--- src/hw/rtl/arpc_pkg.sv ---
// arpc_pkg: shared types and constants of the arp cache table
// no dependencies; used by every module under hw/rtl

package arpc_pkg;

    // table geometry
    localparam int TABLE_DEPTH = 16;
    localparam int IDX_W       = (TABLE_DEPTH > 1) ? $clog2(TABLE_DEPTH) : 1;
    localparam int CNT_W       = $clog2(TABLE_DEPTH + 1);

    // field widths
    localparam int IP_W    = 32;
    localparam int MAC_W   = 48;
    localparam int AGE_W   = 16;
    localparam int OP_W    = 3;
    localparam int OC_W    = 2;
    localparam int USED_W  = 5;

    localparam logic [AGE_W-1:0] AGE_MAX       = '1;
    localparam logic [AGE_W-1:0] LIFETIME_INIT = 16'd300;

    // operation codes
    typedef enum logic [OP_W-1:0] {
        OP_LOOKUP = 3'd0,
        OP_LEARN  = 3'd1,
        OP_REMOVE = 3'd2,
        OP_TICK   = 3'd3,
        OP_CLEAR  = 3'd4
    } t_op;

    // learn outcome codes
    typedef enum logic [OC_W-1:0] {
        OC_EXISTS    = 2'd0,
        OC_OVERWRITE = 2'd1,
        OC_APPEND    = 2'd2,
        OC_FULL      = 2'd3
    } t_outcome;

    // sequencer states
    typedef enum logic {
        ST_IDLE,
        ST_SCAN
    } t_state;

    // one table entry
    typedef struct packed {
        logic [IP_W-1:0]  ip;
        logic [MAC_W-1:0] mac;
        logic             stat;
        logic [AGE_W-1:0] age;
    } t_entry;

    // result of the compare and age unit
    typedef struct packed {
        logic             ip_eq;
        logic             mac_eq;
        logic             expired;
        logic [AGE_W-1:0] age_next;
    } t_match;

endpackage

--- src/hw/rtl/arpc_ram.sv ---
// arpc_ram: entry store of the arp cache, one write and one registered read port
// depends on arpc_pkg

module arpc_ram (
    input  logic                     i_clk,
    input  logic                     i_we,
    input  logic [arpc_pkg::IDX_W-1:0] i_waddr,
    input  arpc_pkg::t_entry         i_wdata,
    input  logic                     i_re,
    input  logic [arpc_pkg::IDX_W-1:0] i_raddr,
    output arpc_pkg::t_entry         o_rdata
);

    arpc_pkg::t_entry r_mem [arpc_pkg::TABLE_DEPTH];
    arpc_pkg::t_entry r_rdata;

    // write port
    always_ff @(posedge i_clk) begin
        if (i_we) begin
            r_mem[i_waddr] <= i_wdata;
        end
    end

    // registered read port
    always_ff @(posedge i_clk) begin
        if (i_re) begin
            r_rdata <= r_mem[i_raddr];
        end
    end

    assign o_rdata = r_rdata;

endmodule

--- src/hw/rtl/arpc_match.sv ---
// arpc_match: shared compare and age unit, applied to one entry per cycle
// depends on arpc_pkg

module arpc_match (
    input  arpc_pkg::t_entry                i_entry,
    input  logic [arpc_pkg::IP_W-1:0]       i_ip,
    input  logic [arpc_pkg::MAC_W-1:0]      i_mac,
    input  logic [arpc_pkg::AGE_W-1:0]      i_lifetime,
    output arpc_pkg::t_match                o_res
);

    logic [arpc_pkg::AGE_W-1:0] age_next;

    // saturating age increment
    assign age_next = (i_entry.age == arpc_pkg::AGE_MAX) ? i_entry.age
                                                         : i_entry.age + 1'b1;

    // key compares and eviction test
    always_comb begin
        o_res.ip_eq    = (i_entry.ip == i_ip);
        o_res.mac_eq   = (i_entry.mac == i_mac);
        o_res.expired  = (age_next >= i_lifetime);
        o_res.age_next = age_next;
    end

endmodule

--- src/hw/rtl/arp_cache_table_top.sv ---
// arp_cache_table_top: ordered arp cache with aging, sequencer and result registers
// depends on arpc_pkg, arpc_ram and arpc_match
//
// usage:
//   a command word (op, ip, mac, static flag) is taken at a rising edge with
//   start high and busy low. exactly one result word follows, shown for one
//   cycle with o_valid high; the receiver cannot hold it off.
//   lookup, learn, remove and tick walk the valid entries in order, one entry
//   per cycle through the single read port of the entry ram and the shared
//   compare unit; for remove and tick, kept entries are written back compacted
//   through the write port. busy stays high while the scan runs (lookup and
//   learn stop early on a match), and o_valid is high in the first cycle with
//   busy low again.
//   clear and unknown codes finish at once: o_valid in the next cycle.
//   a new command may be taken in the cycle o_valid is high.
//   the user must write entry_lifetime with i_cfg_we and i_cfg_wdata only while
//   idle; the block does not enforce it. reset empties the table (count only,
//   no clearing pass) and sets the lifetime to 300.

module arp_cache_table_top (
    input  logic                           i_clk,
    input  logic                           i_rst_n,
    input  logic                           start,
    output logic                           busy,
    input  logic [arpc_pkg::OP_W-1:0]      i_op,
    input  logic [arpc_pkg::IP_W-1:0]      i_ip_address,
    input  logic [arpc_pkg::MAC_W-1:0]     i_mac_address,
    input  logic                           i_is_static,
    input  logic                           i_cfg_we,
    input  logic [arpc_pkg::AGE_W-1:0]     i_cfg_wdata,
    output logic                           o_valid,
    output logic                           o_hit,
    output logic [arpc_pkg::MAC_W-1:0]     o_found_mac,
    output logic [arpc_pkg::OC_W-1:0]      o_outcome,
    output logic [arpc_pkg::USED_W-1:0]    o_entries_used
);

    // control registers
    arpc_pkg::t_state               r_state, n_state;
    logic [arpc_pkg::CNT_W-1:0]     r_count, n_count;
    logic [arpc_pkg::CNT_W-1:0]     r_rd_idx, n_rd_idx;
    logic [arpc_pkg::CNT_W-1:0]     r_wr_idx, n_wr_idx;
    logic                           r_pend, n_pend;
    logic                           r_valid, n_valid;
    logic [arpc_pkg::AGE_W-1:0]     r_lifetime;

    // payload registers
    logic [arpc_pkg::OP_W-1:0]      r_op, n_op;
    logic [arpc_pkg::IP_W-1:0]      r_ip, n_ip;
    logic [arpc_pkg::MAC_W-1:0]     r_mac, n_mac;
    logic                           r_st, n_st;
    logic [arpc_pkg::IDX_W-1:0]     r_ev_idx, n_ev_idx;
    logic                           r_hit, n_hit;
    logic [arpc_pkg::MAC_W-1:0]     r_found_mac, n_found_mac;
    logic [arpc_pkg::OC_W-1:0]      r_outcome, n_outcome;

    // ram and compare unit wiring
    logic                           ram_we;
    logic [arpc_pkg::IDX_W-1:0]     ram_waddr;
    arpc_pkg::t_entry               ram_wdata;
    logic                           ram_re;
    logic [arpc_pkg::IDX_W-1:0]     ram_raddr;
    arpc_pkg::t_entry               ram_rdata;
    arpc_pkg::t_match               cmp;

    arpc_ram u_ram (
        .i_clk   (i_clk),
        .i_we    (ram_we),
        .i_waddr (ram_waddr),
        .i_wdata (ram_wdata),
        .i_re    (ram_re),
        .i_raddr (ram_raddr),
        .o_rdata (ram_rdata)
    );

    arpc_match u_match (
        .i_entry    (ram_rdata),
        .i_ip       (r_ip),
        .i_mac      (r_mac),
        .i_lifetime (r_lifetime),
        .o_res      (cmp)
    );

    // control state
    always_ff @(posedge i_clk) begin
        if (!i_rst_n) begin
            r_state    <= arpc_pkg::ST_IDLE;
            r_count    <= '0;
            r_rd_idx   <= '0;
            r_wr_idx   <= '0;
            r_pend     <= 1'b0;
            r_valid    <= 1'b0;
            r_lifetime <= arpc_pkg::LIFETIME_INIT;
        end else begin
            r_state  <= n_state;
            r_count  <= n_count;
            r_rd_idx <= n_rd_idx;
            r_wr_idx <= n_wr_idx;
            r_pend   <= n_pend;
            r_valid  <= n_valid;
            if (i_cfg_we) begin
                r_lifetime <= i_cfg_wdata;
            end
        end
    end

    // command and result payload
    always_ff @(posedge i_clk) begin
        r_op        <= n_op;
        r_ip        <= n_ip;
        r_mac       <= n_mac;
        r_st        <= n_st;
        r_ev_idx    <= n_ev_idx;
        r_hit       <= n_hit;
        r_found_mac <= n_found_mac;
        r_outcome   <= n_outcome;
    end

    // sequencer: next state, ram access and results
    always_comb begin
        logic finish;
        n_state     = r_state;
        n_count     = r_count;
        n_rd_idx    = r_rd_idx;
        n_wr_idx    = r_wr_idx;
        n_pend      = 1'b0;
        n_valid     = 1'b0;
        n_op        = r_op;
        n_ip        = r_ip;
        n_mac       = r_mac;
        n_st        = r_st;
        n_ev_idx    = r_ev_idx;
        n_hit       = r_hit;
        n_found_mac = r_found_mac;
        n_outcome   = r_outcome;
        ram_we      = 1'b0;
        ram_waddr   = r_wr_idx[arpc_pkg::IDX_W-1:0];
        ram_wdata   = ram_rdata;
        ram_re      = 1'b0;
        ram_raddr   = r_rd_idx[arpc_pkg::IDX_W-1:0];
        finish      = 1'b0;

        unique case (r_state)
            arpc_pkg::ST_IDLE: begin
                if (start) begin
                    n_op        = i_op;
                    n_ip        = i_ip_address;
                    n_mac       = i_mac_address;
                    n_st        = i_is_static;
                    n_rd_idx    = '0;
                    n_wr_idx    = '0;
                    n_hit       = 1'b0;
                    n_found_mac = '0;
                    n_outcome   = arpc_pkg::OC_EXISTS;
                    unique case (i_op)
                        arpc_pkg::OP_LOOKUP,
                        arpc_pkg::OP_LEARN,
                        arpc_pkg::OP_REMOVE,
                        arpc_pkg::OP_TICK: begin
                            n_state = arpc_pkg::ST_SCAN;
                        end
                        arpc_pkg::OP_CLEAR: begin
                            n_count = '0;
                            n_valid = 1'b1;
                        end
                        default: begin
                            n_valid = 1'b1;
                        end
                    endcase
                end
            end

            arpc_pkg::ST_SCAN: begin
                // issue the next read while entries remain
                if (r_rd_idx != r_count) begin
                    ram_re   = 1'b1;
                    n_rd_idx = r_rd_idx + 1'b1;
                    n_ev_idx = r_rd_idx[arpc_pkg::IDX_W-1:0];
                    n_pend   = 1'b1;
                end

                if (r_pend) begin
                    // evaluate the entry read last cycle
                    unique case (r_op)
                        arpc_pkg::OP_LOOKUP: begin
                            if (cmp.ip_eq) begin
                                ram_we        = 1'b1;
                                ram_waddr     = r_ev_idx;
                                ram_wdata.age = '0;
                                n_hit         = 1'b1;
                                n_found_mac   = ram_rdata.mac;
                                finish        = 1'b1;
                            end
                        end
                        arpc_pkg::OP_LEARN: begin
                            if (cmp.ip_eq && cmp.mac_eq) begin
                                n_outcome = arpc_pkg::OC_EXISTS;
                                finish    = 1'b1;
                            end else if (!ram_rdata.stat && (cmp.ip_eq || cmp.mac_eq)) begin
                                ram_we         = 1'b1;
                                ram_waddr      = r_ev_idx;
                                ram_wdata.ip   = r_ip;
                                ram_wdata.mac  = r_mac;
                                ram_wdata.stat = r_st;
                                n_outcome      = arpc_pkg::OC_OVERWRITE;
                                finish         = 1'b1;
                            end
                        end
                        arpc_pkg::OP_REMOVE: begin
                            // keep entries with another ip, compacted
                            if (!cmp.ip_eq) begin
                                ram_we   = 1'b1;
                                n_wr_idx = r_wr_idx + 1'b1;
                            end
                        end
                        arpc_pkg::OP_TICK: begin
                            // static entries stay as they are
                            if (ram_rdata.stat) begin
                                ram_we   = 1'b1;
                                n_wr_idx = r_wr_idx + 1'b1;
                            end else if (!cmp.expired) begin
                                ram_we        = 1'b1;
                                ram_wdata.age = cmp.age_next;
                                n_wr_idx      = r_wr_idx + 1'b1;
                            end
                        end
                        default: begin
                        end
                    endcase
                end else if (r_rd_idx == r_count) begin
                    // scan exhausted without an early stop
                    finish = 1'b1;
                    unique case (r_op)
                        arpc_pkg::OP_LEARN: begin
                            if (r_count < arpc_pkg::CNT_W'(arpc_pkg::TABLE_DEPTH)) begin
                                ram_we         = 1'b1;
                                ram_waddr      = r_count[arpc_pkg::IDX_W-1:0];
                                ram_wdata.ip   = r_ip;
                                ram_wdata.mac  = r_mac;
                                ram_wdata.stat = r_st;
                                ram_wdata.age  = '0;
                                n_count        = r_count + 1'b1;
                                n_outcome      = arpc_pkg::OC_APPEND;
                            end else begin
                                n_outcome = arpc_pkg::OC_FULL;
                            end
                        end
                        arpc_pkg::OP_REMOVE,
                        arpc_pkg::OP_TICK: begin
                            n_count = r_wr_idx;
                        end
                        default: begin
                        end
                    endcase
                end

                if (finish) begin
                    n_state = arpc_pkg::ST_IDLE;
                    n_pend  = 1'b0;
                    n_valid = 1'b1;
                end
            end

            default: begin
                n_state = arpc_pkg::ST_IDLE;
            end
        endcase
    end

    // outputs
    assign busy           = (r_state != arpc_pkg::ST_IDLE);
    assign o_valid        = r_valid;
    assign o_hit          = r_hit;
    assign o_found_mac    = r_found_mac;
    assign o_outcome      = r_outcome;
    assign o_entries_used = arpc_pkg::USED_W'(r_count);

`ifndef SYNTHESIS
    // a result word only appears once the sequencer is back to idle
    a_valid_idle: assert property (@(posedge i_clk) disable iff (!i_rst_n)
        o_valid |-> !busy)
        else $error("result strobe while busy");

    // compaction pointer never passes the read pointer
    a_wr_behind_rd: assert property (@(posedge i_clk) disable iff (!i_rst_n)
        busy |-> (r_wr_idx <= r_rd_idx) && (r_rd_idx <= r_count))
        else $error("scan pointers out of order");

    // clear reports an empty table in the next cycle
    a_clear_empty: assert property (@(posedge i_clk) disable iff (!i_rst_n)
        (start && !busy && (i_op == arpc_pkg::OP_CLEAR))
        |=> (o_valid && (o_entries_used == '0)))
        else $error("clear did not empty the table");

    // count stays within the table
    a_count_bound: assert property (@(posedge i_clk) disable iff (!i_rst_n)
        o_valid |-> (r_count <= arpc_pkg::CNT_W'(arpc_pkg::TABLE_DEPTH)))
        else $error("entry count beyond table depth");
`endif

endmodule

--- config.mk ---
export PLATFORM = sky130hd
export DESIGN_NAME = arp_cache_table_top
export DESIGN_NICKNAME = d
export VERILOG_FILES = /design/src/hw/rtl/arpc_pkg.sv /design/src/hw/rtl/arpc_ram.sv /design/src/hw/rtl/arpc_match.sv /design/src/hw/rtl/arp_cache_table_top.sv
export SDC_FILE = /design/constraint.sdc
export NUM_CORES = 2
export LEC_CHECK = 0
export BUFFER_PORTS_ARGS = -buffer_cell sky130_fd_sc_hd__buf_2
export CORE_ASPECT_RATIO = 1.75
export CORE_MARGIN = 2
export CORE_UTILIZATION = 50
export DETAILED_ROUTE_END_ITERATION = 7
export HOLD_SLACK_MARGIN = 0.15
export PLACE_DENSITY = 0.69
export SETUP_SLACK_MARGIN = 0.02
export SYNTH_ARGS = -nofsm -noshare
export SYNTH_HDL_FRONTEND = slang
export SYNTH_HIERARCHICAL = 1
export SYNTH_SLANG_ARGS = --single-unit
--- constraint.sdc ---
create_clock -name i_clk -period 10.4 [get_ports i_clk]
set_input_delay 1.56 -clock i_clk [delete_from_list [all_inputs] [get_ports i_clk]]
set_output_delay 1.56 -clock i_clk [all_outputs]
set_load 0.02 [all_outputs]
==> results.yml <==
cells_and_area:
  layout_commonest_cell: "edfxtp_1"
  fillers: 10200
  post-route-util: 0.562
  drive_above_1_share: 0.263
  area_delta_synth_final_pct: 11.5
  nets: 3562
  final_cell_mix: "edfxtp_1 (1788), mux4_2 (388), a22oi_1 (194)"
synth:
  synth_cell_type_count: 66
  syn-instance-count: 3218
  ys.flop_type: "edfxtp_1"
  synth-seq-area-share: 0.776
  syn_area_per_cell_um2: 21.8
  syn-num-nets: 3342
  ys_warn_count: 6
  ys_ff_latch: 1822
  synth_area_um2: 70000
  postSynth.asyncResetShare: 0
  synth_edf_count: 1788
routing:
  drt_iter0_drc: 3218
  viasPerCell: 6.11
  met1_length_um: 61300
  drc: 0
  met2_length_um: 80300
  routed-wl-met3_um: 10500
  top_layer: "met5"
  wl_um: 156000
  wl_per_cell_um: 28.9
  final_antenna_net_count: 0
  vias: 33000
  drt_pass1_iterations: 7
worst_setup_path:
  crit_path_start_kind: "flop"
  critical_path_required_ns: 10.79
  reg2reg_from: "u_ram/o_rdata[0]$_DFFE_PP_"
  arrival_ns: 6.78
  end_kind: "flop"
  crit_type: "flop to flop"
  r2r_cells: 16
  reg2reg_to: "u_ram/r_mem[1][59]$_DFFE_PP_"
  path_max_fanout: 48
  r2r_slack_ns: 4.01
die:
  rows: 181
  die_x_um: 287
  num_io_pins: 162
  die_h_um: 499
  start_util: 0.504
  fp.dieArea_um2: 143000
  coreArea_um2: 139000
pwr:
  peakVddDrop_uv: 158
  p_leak_nw: 24.4
  powerDensity_nw_per_um2: 179
hold_path:
  hold_class: "flop to flop"
  whs_path_depth: 2
  hold_end: "r_lifetime[3]$_SDFFE_PN1P_"
  hold_start: "r_lifetime[3]$_SDFFE_PN1P_"
cts:
  cts_root_buf: "clkbuf_16"
  cts_tree: "yes"
  clk_latency_ns: 0.78
  cts.clk_slew.worst_paths_ns: 0.07
  cts_resized: 0
  cts_inserted_buffers: 159
  hold_buffers: 0
  htreeDepth: 4
  cts.sinks: 1822
  cts_setup_buffers: 0
  cts.path.max_buffers: 3
global_routing:
  grt_max_degree: 125
  grt_use_total: 0.220
  grt.overflow.total: 0
  grt_first_pass_wirelength_um: 229000
  grt_pass1_vias: 34200
  antenna_found_initial: 8
sta:
  finalCritPeriodShare: 0.615
  hold_viol: 0
  fmax_mhz: 156
  finalClockSkew_ns: 0.0274
  hold_ws_ns: 0.483
  slew_violations: 0
  max_slew_margin: 0.217
  tightest_slew_ns: 1.16
  rsz0062_at_grt: "no"
  setup_viol: 0
  fin_tns_setup_ns: 0
  fin_crit_ns: 6.39
place:
  io_buffers: 161
  gp_congestion: 0.778
  hpwlAfterDp_um: 85000
status:
  status: "complete, no violations"
run:
  drv_cap: 0
-- stage by stage --
step                power (W)  area [um2]  worst slack, ns  std cells
finish                 0.0140       78100             4.01       5401
detailed placement    0.00838       73100             4.12       5107
floorplan             0.00828       70100             2.17       3218
CTS                    0.0141       78100             4.07       5399
global placement      0.00837       73100             4.16       5107
global route           0.0144       78100             3.67       5400
-- registers in the layout, summed over array words and instances, names as in the netlist --
| signal | flops |
|---|---|
| r_st | 1 |
| o_found_mac | 48 |
| o_entries_used | 5 |
| r_wr_idx | 5 |
| busy | 1 |
| r_ip | 32 |
| r_pend | 1 |
| o_valid | 1 |
| u_ram/r_mem | 1552 |
| r_mac | 48 |
| o_hit | 1 |
| r_rd_idx | 5 |
| o_outcome | 2 |
| r_ev_idx | 4 |
| r_lifetime | 16 |
| u_ram/o_rdata | 97 |
| r_op | 3 |
-- synth_stat cells, types with 5 or more instances --
library cell  instances  share of area
a22o_1               18         0.0023
ha_1                 20         0.0036
xnor2_1               6        0.00075
nand4_1              12         0.0011
buf_1                27         0.0014
xor2_1               96          0.012
mux4_2              388           0.12
o21ai_0              11        0.00079
a21oi_1              17         0.0012
buf_6                12         0.0019
edfxtp_1           1788           0.77
nand2_1             124         0.0066
a31oi_1               5        0.00045
and2_1               52         0.0046
nand2b_1              8        0.00071
inv_1                29         0.0016
mux2i_1              23         0.0033
dfxtp_1              34         0.0097
clkbuf_1             65         0.0035
nand3_1              13        0.00093
buf_4                26         0.0028
nor3_1               11        0.00079
nor4_1               21         0.0019
a22oi_1             194          0.021
mux2_2               80          0.013
a21o_1                7        0.00075
nor2b_1              19         0.0017
nor2_1               29         0.0016
buf_2                24         0.0017
-- cells by family after synthesis --
kind of cell / synth area share
buf+inv: 0.0131
mux: 0.141
compound gates: 0.0300
flops: 0.776
fa+ha+maj: 0.00372
simple gates: 0.0232
xor+xnor: 0.0128
-- worst max-delay path, cell delays in order, from the launching register on --
cell and delay (ns):
edfxtp_1 0.50, ha_1 0.25, nand3_2 0.16, nor4_4 0.71
nand2_2 0.20, mux2_1 0.38, ha_1 0.30, a211o_1 0.26
a221oi_1 0.26, o211ai_1 0.28, a21oi_1 0.20, nand2_1 0.06
nand2_1 0.09, a41o_1 0.32, or3b_2 0.60, nor2_4 0.54
buf_4 0.80
-- final cells by class --
cell class              count  area (um2)  area share
diodes                      2        5.00   0.0000641
clock buffers             197        4140      0.0530
clock inverters            95         898      0.0115
inverters                  29         111     0.00143
multi-input cells        1211       15000       0.191
flip-flops and latches   1822       54400       0.696
well taps                1830        2290      0.0293
repair buffers            215        1350      0.0173
-- how the worst max path moves through the flow --
stage / from / endpoint / slack (ns) / cells past startpoint
2_1_floorplan: u_ram/o_rdata[0]$_DFFE_PP_ / u_ram/r_mem[1][0]$_DFFE_PP_ / 2.17 / 17
3_3_place_gp: u_ram/o_rdata[0]$_DFFE_PP_ / u_ram/r_mem[3][33]$_DFFE_PP_ / 4.16 / 17
3_5_place_dp: u_ram/o_rdata[0]$_DFFE_PP_ / u_ram/r_mem[1][31]$_DFFE_PP_ / 4.12 / 16
4_1_cts: u_ram/o_rdata[0]$_DFFE_PP_ / u_ram/r_mem[3][49]$_DFFE_PP_ / 4.07 / 16
5_1_grt: u_ram/o_rdata[0]$_DFFE_PP_ / u_ram/r_mem[1][37]$_DFFE_PP_ / 3.67 / 16
6_report: u_ram/o_rdata[0]$_DFFE_PP_ / u_ram/r_mem[1][59]$_DFFE_PP_ / 4.01 / 16
-- where the power goes --
part / switching (W) / leakage [nW] / total (W) / internal (W)
Combinational: 0.000121 / 5.47 / 0.000183 / 0.0000620
Clock: 0.00264 / 2.44 / 0.00576 / 0.00312
Sequential: 0.0000260 / 16.5 / 0.00803 / 0.00801
-- per-layer routing --
metal,track usage,vias to the layer above
met5,0,-
met4,0.0637,6
met3,0.0391,232
met2,0.373,1219
met1,0.292,17700
li1,-,13900
Power figures use the tool's default switching activity.
